[src/rtl/cevq_pkg.sv]
`timescale 1ns / 1ps
// ----------------------------------------------------------------------------
// cevq_pkg
// Shared widths, operation codes, register indexes and the status record of
// the coalescing event queue.
// ----------------------------------------------------------------------------
package cevq_pkg;

    localparam int SRC_W   = 8;
    localparam int OP_W    = 2;
    localparam int CAP_W   = 5;
    localparam int FILL_W  = 5;
    localparam int TOTAL_W = 32;
    localparam int CFG_W   = 8;

    localparam int DEF_QUEUE_DEPTH   = 16;
    localparam int DEF_PAYLOAD_WIDTH = 64;

    localparam logic [OP_W-1:0] OP_PUSH  = 2'd0;
    localparam logic [OP_W-1:0] OP_POP   = 2'd1;
    localparam logic [OP_W-1:0] OP_PEEK  = 2'd2;
    localparam logic [OP_W-1:0] OP_CLEAR = 2'd3;

    localparam logic CFG_CAPACITY      = 1'b0;
    localparam logic CFG_SYSTEM_SOURCE = 1'b1;

    localparam logic [CAP_W-1:0] CAP_RESET = 5'd16;

    typedef struct packed {
        logic               ok;
        logic [FILL_W-1:0]  fill_level;
        logic               is_full;
        logic               is_empty;
        logic [TOTAL_W-1:0] coalesced_total;
    } status_t;

endpackage

[src/rtl/cevq_store.sv]
`timescale 1ns / 1ps
// ----------------------------------------------------------------------------
// cevq_store
// Entry memory of the queue: one write port and one read port with a
// registered read.
// ----------------------------------------------------------------------------
module cevq_store #(
    parameter int DEPTH = 16,
    parameter int WIDTH = 72,
    localparam int AW = (DEPTH > 1) ? $clog2(DEPTH) : 1
) (
    input  logic             clk,
    input  logic             wr_en,
    input  logic [AW-1:0]    wr_addr,
    input  logic [WIDTH-1:0] wr_data,
    input  logic             rd_en,
    input  logic [AW-1:0]    rd_addr,
    output logic [WIDTH-1:0] rd_data
);

    logic [WIDTH-1:0] mem [DEPTH];
    logic [WIDTH-1:0] rd_data_reg;

    always_ff @(posedge clk)
    begin
        if (wr_en)
        begin
            mem[wr_addr] <= wr_data;
        end
        if (rd_en)
        begin
            rd_data_reg <= mem[rd_addr];
        end
    end

    assign rd_data = rd_data_reg;

endmodule

[src/rtl/cevq_ctrl.sv]
`timescale 1ns / 1ps
// ----------------------------------------------------------------------------
// cevq_ctrl
// Sequencer of the queue: scans the entry memory for a matching source,
// reads the head, closes gaps one entry at a time, appends, clears, and
// keeps the fill and coalesce counters.
// ----------------------------------------------------------------------------
module cevq_ctrl #(
    parameter int QUEUE_DEPTH   = 16,
    parameter int PAYLOAD_WIDTH = 64,
    localparam int AW = (QUEUE_DEPTH > 1) ? $clog2(QUEUE_DEPTH) : 1,
    localparam int EW = cevq_pkg::SRC_W + PAYLOAD_WIDTH
) (
    input  logic                         clk,
    input  logic                         rst_n,
    input  logic                         in_valid,
    output logic                         in_ready,
    input  logic [cevq_pkg::OP_W-1:0]    in_op,
    input  logic [cevq_pkg::SRC_W-1:0]   in_source,
    input  logic [PAYLOAD_WIDTH-1:0]     in_payload,
    input  logic [cevq_pkg::CAP_W-1:0]   capacity,
    input  logic [cevq_pkg::SRC_W-1:0]   system_source,
    input  logic                         res_free,
    output logic                         res_done,
    output logic [cevq_pkg::SRC_W-1:0]   res_source,
    output logic [PAYLOAD_WIDTH-1:0]     res_payload,
    output cevq_pkg::status_t            res_status,
    output logic                         mem_wr_en,
    output logic [AW-1:0]                mem_wr_addr,
    output logic [EW-1:0]                mem_wr_data,
    output logic                         mem_rd_en,
    output logic [AW-1:0]                mem_rd_addr,
    input  logic [EW-1:0]                mem_rd_data
);

    import cevq_pkg::*;

    localparam int CW = $clog2(QUEUE_DEPTH + 1);
    localparam int SW = 4;

    localparam logic [SW-1:0] ST_IDLE     = 4'd0;
    localparam logic [SW-1:0] ST_SCAN_RD  = 4'd1;
    localparam logic [SW-1:0] ST_SCAN_CMP = 4'd2;
    localparam logic [SW-1:0] ST_SHIFT_RD = 4'd3;
    localparam logic [SW-1:0] ST_SHIFT_WR = 4'd4;
    localparam logic [SW-1:0] ST_APPEND   = 4'd5;
    localparam logic [SW-1:0] ST_HEAD_RD  = 4'd6;
    localparam logic [SW-1:0] ST_HEAD_CAP = 4'd7;
    localparam logic [SW-1:0] ST_FINISH   = 4'd8;

    logic [SW-1:0]            state_reg,  state_next;
    logic [OP_W-1:0]          op_reg,     op_next;
    logic [SRC_W-1:0]         src_reg,    src_next;
    logic [PAYLOAD_WIDTH-1:0] pay_reg,    pay_next;
    logic [CW-1:0]            count_reg,  count_next;
    logic [CW-1:0]            idx_reg,    idx_next;
    logic [TOTAL_W-1:0]       total_reg,  total_next;
    logic                     ok_reg,     ok_next;
    logic [SRC_W-1:0]         osrc_reg,   osrc_next;
    logic [PAYLOAD_WIDTH-1:0] opay_reg,   opay_next;

    logic [CW-1:0] eff_cap;
    logic [CW-1:0] idx_inc;
    logic          hit;

    // The configured capacity saturates at the memory depth.
    always_comb
    begin
        if (int'(capacity) > QUEUE_DEPTH)
        begin
            eff_cap = CW'(QUEUE_DEPTH);
        end
        else
        begin
            eff_cap = CW'(capacity);
        end
    end

    assign idx_inc = idx_reg + 1'b1;
    assign hit     = (mem_rd_data[EW-1 -: SRC_W] == src_reg);

    always_comb
    begin
        state_next  = state_reg;
        op_next     = op_reg;
        src_next    = src_reg;
        pay_next    = pay_reg;
        count_next  = count_reg;
        idx_next    = idx_reg;
        total_next  = total_reg;
        ok_next     = ok_reg;
        osrc_next   = osrc_reg;
        opay_next   = opay_reg;
        mem_wr_en   = 1'b0;
        mem_wr_addr = idx_reg[AW-1:0];
        mem_wr_data = mem_rd_data;
        mem_rd_en   = 1'b0;
        mem_rd_addr = idx_reg[AW-1:0];
        res_done    = 1'b0;

        case (state_reg)
            ST_IDLE:
            begin
                if (in_valid)
                begin
                    op_next   = in_op;
                    src_next  = in_source;
                    pay_next  = in_payload;
                    ok_next   = 1'b0;
                    osrc_next = '0;
                    opay_next = '0;
                    idx_next  = '0;
                    case (in_op)
                        OP_PUSH:
                        begin
                            if (in_source != system_source && count_reg != '0)
                            begin
                                state_next = ST_SCAN_RD;
                            end
                            else
                            begin
                                state_next = ST_APPEND;
                            end
                        end
                        OP_POP, OP_PEEK:
                        begin
                            if (count_reg == '0)
                            begin
                                state_next = ST_FINISH;
                            end
                            else
                            begin
                                state_next = ST_HEAD_RD;
                            end
                        end
                        default:
                        begin
                            count_next = '0;
                            total_next = '0;
                            ok_next    = 1'b1;
                            state_next = ST_FINISH;
                        end
                    endcase
                end
            end
            ST_SCAN_RD:
            begin
                mem_rd_en  = 1'b1;
                state_next = ST_SCAN_CMP;
            end
            ST_SCAN_CMP:
            begin
                if (hit)
                begin
                    if (total_reg != '1)
                    begin
                        total_next = total_reg + 1'b1;
                    end
                    state_next = ST_SHIFT_RD;
                end
                else
                begin
                    idx_next = idx_inc;
                    if (idx_inc == count_reg)
                    begin
                        state_next = ST_APPEND;
                    end
                    else
                    begin
                        state_next = ST_SCAN_RD;
                    end
                end
            end
            ST_SHIFT_RD:
            begin
                if (idx_inc < count_reg)
                begin
                    mem_rd_en   = 1'b1;
                    mem_rd_addr = idx_inc[AW-1:0];
                    state_next  = ST_SHIFT_WR;
                end
                else
                begin
                    count_next = count_reg - 1'b1;
                    if (op_reg == OP_PUSH)
                    begin
                        state_next = ST_APPEND;
                    end
                    else
                    begin
                        state_next = ST_FINISH;
                    end
                end
            end
            ST_SHIFT_WR:
            begin
                mem_wr_en  = 1'b1;
                idx_next   = idx_inc;
                state_next = ST_SHIFT_RD;
            end
            ST_APPEND:
            begin
                if (count_reg < eff_cap)
                begin
                    mem_wr_en   = 1'b1;
                    mem_wr_addr = count_reg[AW-1:0];
                    mem_wr_data = {src_reg, pay_reg};
                    count_next  = count_reg + 1'b1;
                    ok_next     = 1'b1;
                end
                state_next = ST_FINISH;
            end
            ST_HEAD_RD:
            begin
                mem_rd_en  = 1'b1;
                state_next = ST_HEAD_CAP;
            end
            ST_HEAD_CAP:
            begin
                osrc_next = mem_rd_data[EW-1 -: SRC_W];
                opay_next = mem_rd_data[PAYLOAD_WIDTH-1:0];
                ok_next   = 1'b1;
                if (op_reg == OP_POP)
                begin
                    state_next = ST_SHIFT_RD;
                end
                else
                begin
                    state_next = ST_FINISH;
                end
            end
            ST_FINISH:
            begin
                res_done = res_free;
                if (res_free)
                begin
                    state_next = ST_IDLE;
                end
            end
            default:
            begin
                state_next = ST_IDLE;
            end
        endcase
    end

    always_ff @(posedge clk or negedge rst_n)
    begin
        if (!rst_n)
        begin
            state_reg <= ST_IDLE;
            count_reg <= '0;
            total_reg <= '0;
            idx_reg   <= '0;
            op_reg    <= OP_PUSH;
        end
        else
        begin
            state_reg <= state_next;
            count_reg <= count_next;
            total_reg <= total_next;
            idx_reg   <= idx_next;
            op_reg    <= op_next;
        end
    end

    always_ff @(posedge clk)
    begin
        src_reg  <= src_next;
        pay_reg  <= pay_next;
        ok_reg   <= ok_next;
        osrc_reg <= osrc_next;
        opay_reg <= opay_next;
    end

    assign in_ready                   = (state_reg == ST_IDLE);
    assign res_source                 = osrc_reg;
    assign res_payload                = opay_reg;
    assign res_status.ok              = ok_reg;
    assign res_status.fill_level      = FILL_W'(count_reg);
    assign res_status.is_full         = (count_reg >= eff_cap);
    assign res_status.is_empty        = (count_reg == '0);
    assign res_status.coalesced_total = total_reg;

    a_count_bound: assert property (@(posedge clk) disable iff (!rst_n)
        count_reg <= CW'(QUEUE_DEPTH))
        else $error("entry count exceeds the queue depth");

    a_clear_zeroes: assert property (@(posedge clk) disable iff (!rst_n)
        (in_valid && in_ready && in_op == OP_CLEAR) |=>
            (count_reg == '0 && total_reg == '0))
        else $error("clear did not empty the queue and counter");

    a_total_monotonic: assert property (@(posedge clk) disable iff (!rst_n)
        !(in_valid && in_ready && in_op == OP_CLEAR) |=>
            (total_reg >= $past(total_reg)))
        else $error("coalesce counter fell without a clear");

    a_done_in_finish: assert property (@(posedge clk) disable iff (!rst_n)
        res_done |=> (state_reg == ST_IDLE && count_reg == $past(count_reg)))
        else $error("result handed off but sequencer did not return to idle");

endmodule

[src/rtl/coalescing_event_queue.sv]
`timescale 1ns / 1ps
// ----------------------------------------------------------------------------
// coalescing_event_queue
// Bounded ordered event queue in which a new event from a source other than
// the system source drops that source's oldest queued event and is appended.
// ----------------------------------------------------------------------------
// One item is worked at a time; s_tready is high only while the sequencer is
// idle, and a finished result waits in the output register while the next
// item is taken. A push from a source other than the system source scans the
// held entries from the head up to the first match, then closes the gap by
// moving each later entry one place toward the head, and appends; a pop reads
// the head and removes it the same way; a peek reads the head; a clear or a
// read of the empty queue goes straight to the result. A result that finds
// the output register still full waits for m_tready. The entry memory has a
// single read port with a registered read, which gives entries one at a time
// to the shared source comparator.
module coalescing_event_queue #(
    parameter int QUEUE_DEPTH   = cevq_pkg::DEF_QUEUE_DEPTH,
    parameter int PAYLOAD_WIDTH = cevq_pkg::DEF_PAYLOAD_WIDTH,
    localparam int IN_W  = ((cevq_pkg::SRC_W + PAYLOAD_WIDTH + 7) / 8) * 8,
    localparam int RES_W = 1 + cevq_pkg::SRC_W + PAYLOAD_WIDTH + cevq_pkg::FILL_W + 2
                           + cevq_pkg::TOTAL_W,
    localparam int OUT_W = ((RES_W + 7) / 8) * 8
) (
    input  logic                        clk,
    input  logic                        rst_n,
    input  logic                        s_tvalid,
    output logic                        s_tready,
    // in_source_id, in_payload
    input  logic [IN_W-1:0]             s_tdata,
    // operation
    input  logic [cevq_pkg::OP_W-1:0]   s_tuser,
    output logic                        m_tvalid,
    input  logic                        m_tready,
    // ok, out_source_id, out_payload, fill_level, is_full, is_empty,
    // coalesced_total
    output logic [OUT_W-1:0]            m_tdata,
    input  logic                        cfg_write,
    input  logic                        cfg_addr,
    input  logic [cevq_pkg::CFG_W-1:0]  cfg_data
);

    import cevq_pkg::*;

    localparam int AW = (QUEUE_DEPTH > 1) ? $clog2(QUEUE_DEPTH) : 1;
    localparam int EW = SRC_W + PAYLOAD_WIDTH;

    logic [CAP_W-1:0] capacity_reg;
    logic [SRC_W-1:0] system_source_reg;
    logic             m_valid_reg;
    logic [OUT_W-1:0] m_data_reg;

    logic                     res_free;
    logic                     res_done;
    logic [SRC_W-1:0]         res_source;
    logic [PAYLOAD_WIDTH-1:0] res_payload;
    status_t                  res_status;

    logic          mem_wr_en;
    logic [AW-1:0] mem_wr_addr;
    logic [EW-1:0] mem_wr_data;
    logic          mem_rd_en;
    logic [AW-1:0] mem_rd_addr;
    logic [EW-1:0] mem_rd_data;

    always_ff @(posedge clk or negedge rst_n)
    begin
        if (!rst_n)
        begin
            capacity_reg      <= CAP_RESET;
            system_source_reg <= '0;
        end
        else if (cfg_write)
        begin
            case (cfg_addr)
                CFG_CAPACITY:      capacity_reg      <= cfg_data[CAP_W-1:0];
                CFG_SYSTEM_SOURCE: system_source_reg <= cfg_data[SRC_W-1:0];
                default:           capacity_reg      <= capacity_reg;
            endcase
        end
    end

    cevq_ctrl #(
        .QUEUE_DEPTH   (QUEUE_DEPTH),
        .PAYLOAD_WIDTH (PAYLOAD_WIDTH)
    ) u_ctrl (
        .clk           (clk),
        .rst_n         (rst_n),
        .in_valid      (s_tvalid),
        .in_ready      (s_tready),
        .in_op         (s_tuser),
        .in_source     (s_tdata[SRC_W-1:0]),
        .in_payload    (s_tdata[SRC_W +: PAYLOAD_WIDTH]),
        .capacity      (capacity_reg),
        .system_source (system_source_reg),
        .res_free      (res_free),
        .res_done      (res_done),
        .res_source    (res_source),
        .res_payload   (res_payload),
        .res_status    (res_status),
        .mem_wr_en     (mem_wr_en),
        .mem_wr_addr   (mem_wr_addr),
        .mem_wr_data   (mem_wr_data),
        .mem_rd_en     (mem_rd_en),
        .mem_rd_addr   (mem_rd_addr),
        .mem_rd_data   (mem_rd_data)
    );

    cevq_store #(
        .DEPTH (QUEUE_DEPTH),
        .WIDTH (EW)
    ) u_store (
        .clk     (clk),
        .wr_en   (mem_wr_en),
        .wr_addr (mem_wr_addr),
        .wr_data (mem_wr_data),
        .rd_en   (mem_rd_en),
        .rd_addr (mem_rd_addr),
        .rd_data (mem_rd_data)
    );

    // The output register frees up in the same cycle that its item is taken.
    assign res_free = !m_valid_reg || m_tready;

    always_ff @(posedge clk or negedge rst_n)
    begin
        if (!rst_n)
        begin
            m_valid_reg <= 1'b0;
        end
        else if (res_done)
        begin
            m_valid_reg <= 1'b1;
        end
        else if (m_tready)
        begin
            m_valid_reg <= 1'b0;
        end
    end

    always_ff @(posedge clk)
    begin
        if (res_done)
        begin
            m_data_reg <= OUT_W'({res_status.coalesced_total,
                                  res_status.is_empty,
                                  res_status.is_full,
                                  res_status.fill_level,
                                  res_payload,
                                  res_source,
                                  res_status.ok});
        end
    end

    assign m_tvalid = m_valid_reg;
    assign m_tdata  = m_data_reg;

endmodule
[config.mk]
export PLATFORM = sky130hd
export DESIGN_NAME = coalescing_event_queue
export DESIGN_NICKNAME = d
export VERILOG_FILES = /design/src/rtl/cevq_pkg.sv /design/src/rtl/cevq_store.sv /design/src/rtl/cevq_ctrl.sv /design/src/rtl/coalescing_event_queue.sv
export SDC_FILE = /design/constraint.sdc
export NUM_CORES = 2
export LEC_CHECK = 0
export BUFFER_PORTS_ARGS = -buffer_cell sky130_fd_sc_hd__buf_2
export CAP_MARGIN = 20
export CORE_ASPECT_RATIO = 1.5
export CORE_MARGIN = 10
export CORE_UTILIZATION = 40
export DETAILED_ROUTE_END_ITERATION = 16
export PLACE_DENSITY = 0.56
export RECOVER_POWER = 100
export SKIP_LAST_GASP = 1
export SYNTH_ARGS = -nofsm -noshare
export SYNTH_HDL_FRONTEND = slang
export SYNTH_SLANG_ARGS = --single-unit
[constraint.sdc]
create_clock -name clk -period 20.4 [get_ports clk]
set_input_delay 0 -clock clk [delete_from_list [all_inputs] [get_ports clk]]
set_output_delay 0 -clock clk [all_outputs]
set_load 0.02 [all_outputs]
==> summary.txt <==
Run status
  – Status: finished with violations
  – Failing checks: capacitance limit, slew limit

Synth
  – Synth Register Bits: 1,543
  – Synth area leaders: edfxtp_1 (70%), mux2_2 (3.9%), nand2_1 (3.3%), dfrtp_1 (2.4%), and3_1 (2.2%)
  – Yosys top cell by area: edfxtp_1
  – Post-synth EDFFs: 1,481
  – Synthesized instance count: 4,183
  – Top FF cell, synth: edfxtp_1
  – Register area share after synthesis: 0.7293
  – Synth top area share: 0.7047
  – Top-count cell post-synth: edfxtp_1
  – Unique masters post-synth: 70
  – Post-synth ARST share: 0.04018
  – Synth Cell Area: 63,110 sq um
  – Post-synth top cells: edfxtp_1 (1,481), nand2_1 (557), clkbuf_1 (264), and3_1 (225), mux2_2 (221)
  – Mapped Nets: 4,290
  – Synthesized area per cell: 15.09 sq um
  – Yosys warnings: 0

CTS
  – CTS tree: built
  – Clk Latency, worst-skew pair: 0.80 ns
  – Root buf cell: clkbuf_16
  – Max clock buf depth: 3
  – PostCTS Resize Cnt: 0
  – Cts bufs inserted: 148
  – Worst-path clk slew: 0.06 ns
  – Clock Sink Count: 1,543
  – H-tree Lvls: 4

STA
  – Final slew viol count: 2,066
  – Setup_tns: 0 ns
  – Slew Limit Headroom: -1.887
  – RSZ-0062 raised after global routing: false
  – Final setup viols: 0
  – Actual slew at the worst max-slew pin: 4.331 ns
  – FMAX: 81.02 MHz
  – Setup clock skew after layout: 0.02384 ns
  – Fin crit share: 0.6050
  – Fin crit period: 12.34 ns
  – Fin. Hold Viols: 0

Critical path
  – CP cell instances: ha_1 -> xnor2_1 -> inv_1 -> ha_1 -> nand3_1 -> o21bai_2 -> clkbuf_1 -> clkbuf_1 -> nand3_1 -> o32a_2 -> clkbuf_1 -> clkbuf_1 -> a211oi_1 -> o41ai_2
  – Worst setup EP type: flip-flop
  – Worst Path Required: 20.99 ns
  – CP Class: flip-flop to flip-flop
  – Crit path launch: u_ctrl.idx_reg[0]
  – Worst path slowest cell: clkbuf_1
  – Reg2reg path depth: 14
  – Worst path most repeated cell: clkbuf_1
  – CP startpoint kind: flip-flop
  – R2R Path Start: u_ctrl.idx_reg[0]
  – CP max stage delay: 3.13 ns
  – Crit path DAT: 12.93 ns
  – CP max FO: 64

Pwr
  – Cell area power density: 131.1 nW/um^2
  – VDD IR max: 0.1410 mV
  – Pleak: 24.05 nW
  – Final total power: 9.474 mW

Finish
  – Nets: 4,574
  – Share of layout cells above drive strength 1: 0.1348
  – Final instance area: 72,280 sq um
  – Max reg flops: 1,152
  – P&R area growth vs syn: 14.53%
  – Filler instances: 13,730

Floorplanning
  – Row cnt: 178
  – Core area: 156,800 sq um
  – Die Y: 506.5 microns
  – Io pins: 202
  – DIE AREA: 174,400 sq um
  – Die X: 344.3 microns
  – Effective utilization at floorplan: 0.4025

Route
  – Final ANT Viol Nets: 0
  – WL final: 177,400 microns
  – Initial DRC count: 3,501
  – DR DRC count: 0
  – DR pass1 iterations: 6
  – Via count: 38,950
  – Via/cell ratio: 5.852
  – WL per Instance: 26.66 microns

Worst hold path
  – Hold depth: 3
  – Worst Hold Launch: cfg_data[0]
  – HP Class: input port to flip-flop

Global routing
  – First-pass GRT wire length: 263,000 microns
  – Remaining global-route overflow: 0
  – Antenna violations before repair: 4
  – Largest net degree at the start of global routing: 203
  – Total global routing track utilization: 0.1997
  – Vias in the first global route: 40,120

Place
  – Port Buffers: 201
  – Placer Congestion: 0.7639
  – Placed Instance Area: 66,270 sq um
  – Dpl hpwl: 94,630 microns

Job
  – Max Cap Violations: 52
==> cells by family (layout without fill, tap and decap cells) <==
group	after synthesis	after routing	synth area share
AOI/OAI and AO/OA	940	940	0.1208
xor gates and xnor gates	23	23	0.003311
adders and majority gates	19	19	0.003886
buffers and inverters	352	754	0.02292
DFF	1543	1543	0.7293
muxes	233	233	0.04148
other	0	1	0
and+or+nand+nor	1073	1073	0.07833
==> cell usage in the layout (no fill, tap or decap), types with 125 or more instances in the layout <==
master,Yosys,layout
edfxtp_1,1481,1481
nand2_1,557,555
and3_1,225,224
mux2_2,221,221
clkbuf_1,264,204
dlygate4sd3_1,0,178
clkbuf_16,0,153
a211oi_1,147,147
a32oi_1,146,146
o21ai_0,98,125
==> layout make-up <==
cell class	count	area (sq um)	share of cell area
tap	2070	2590	0.03583
inverter	20	78.83	0.001091
timing repair buffer	466	3152	0.04360
antenna	1	2.502	0.00003462
multi-input combinational	2288	15600	0.2158
clock inverter	80	872.1	0.01207
clock buffer	188	3960	0.05479
sequential	1543	46030	0.6367
==> critical path, delay by kind of cell (launching register included) <==
kind,cells,cell delay [ns]
simple gates,2,0.85
flops,1,1.34
xor+xnor,1,0.28
buf+inv,5,7.35
compound gates,4,1.47
fa+ha+maj,2,0.73
==> path summary, 6_finish.rpt <==
| check | endpoint | slack [ns] |
|---|---|---|
| max | u_store.rd_data[43] | 8.06 |
| min | system_source_reg[0] | 0.1 |
| max reg2reg | u_store.rd_data[43] | 8.06 |
| min reg2reg | m_tdata[28] | 0.41 |
| max in group asynchronous | u_ctrl.total_reg[1] | 16.77 |
| min in group asynchronous | system_source_reg[1] | 1.63 |
==> per-layer routing <==
| layer | vias up | wire (microns) | part of all wire | track usage |
|---|---|---|---|---|
| met5 | - | 0 | 0 | 0 |
| met4 | 0 | 6083 | 0.034 | 0.07273 |
| met3 | 346 | 10850 | 0.061 | 0.03553 |
| met2 | 1384 | 91680 | 0.52 | 0.3558 |
| met1 | 20100 | 68820 | 0.39 | 0.2388 |
| li1 | 17120 | - | - | - |
==> stage by stage <==
step	hold slack, ns	std cells	util	setup slack (ns)
2_1_floorplan	-0.2956	4183	-	14.00
3_3_place_gp	0.1766	6208	0.4227	14.01
3_5_place_dp	0.1781	6208	0.4227	13.87
4_1_cts	0.01294	6654	0.4649	13.86
5_1_grt	0.09648	6656	0.4610	7.615
6_report	0.09724	6656	0.4610	8.057
==> timing repair <==
action | 4_1_cts | 5_1_grt
buffers inserted | 0 | 0
endpoints found under the setup margin | 0 | 0
hold endpoints to repair | 190 | 0
hold buffers | 178 | 0
==> report_power, final <==
group | internal [mW] | switching, mW
clock | 1.58 | 1.19
combinational | 0.723 | 1.82
sequential | 4.03 | 0.132
total | 6.33 | 3.14
No activity file was read; power rests on OpenSTA's default activity.
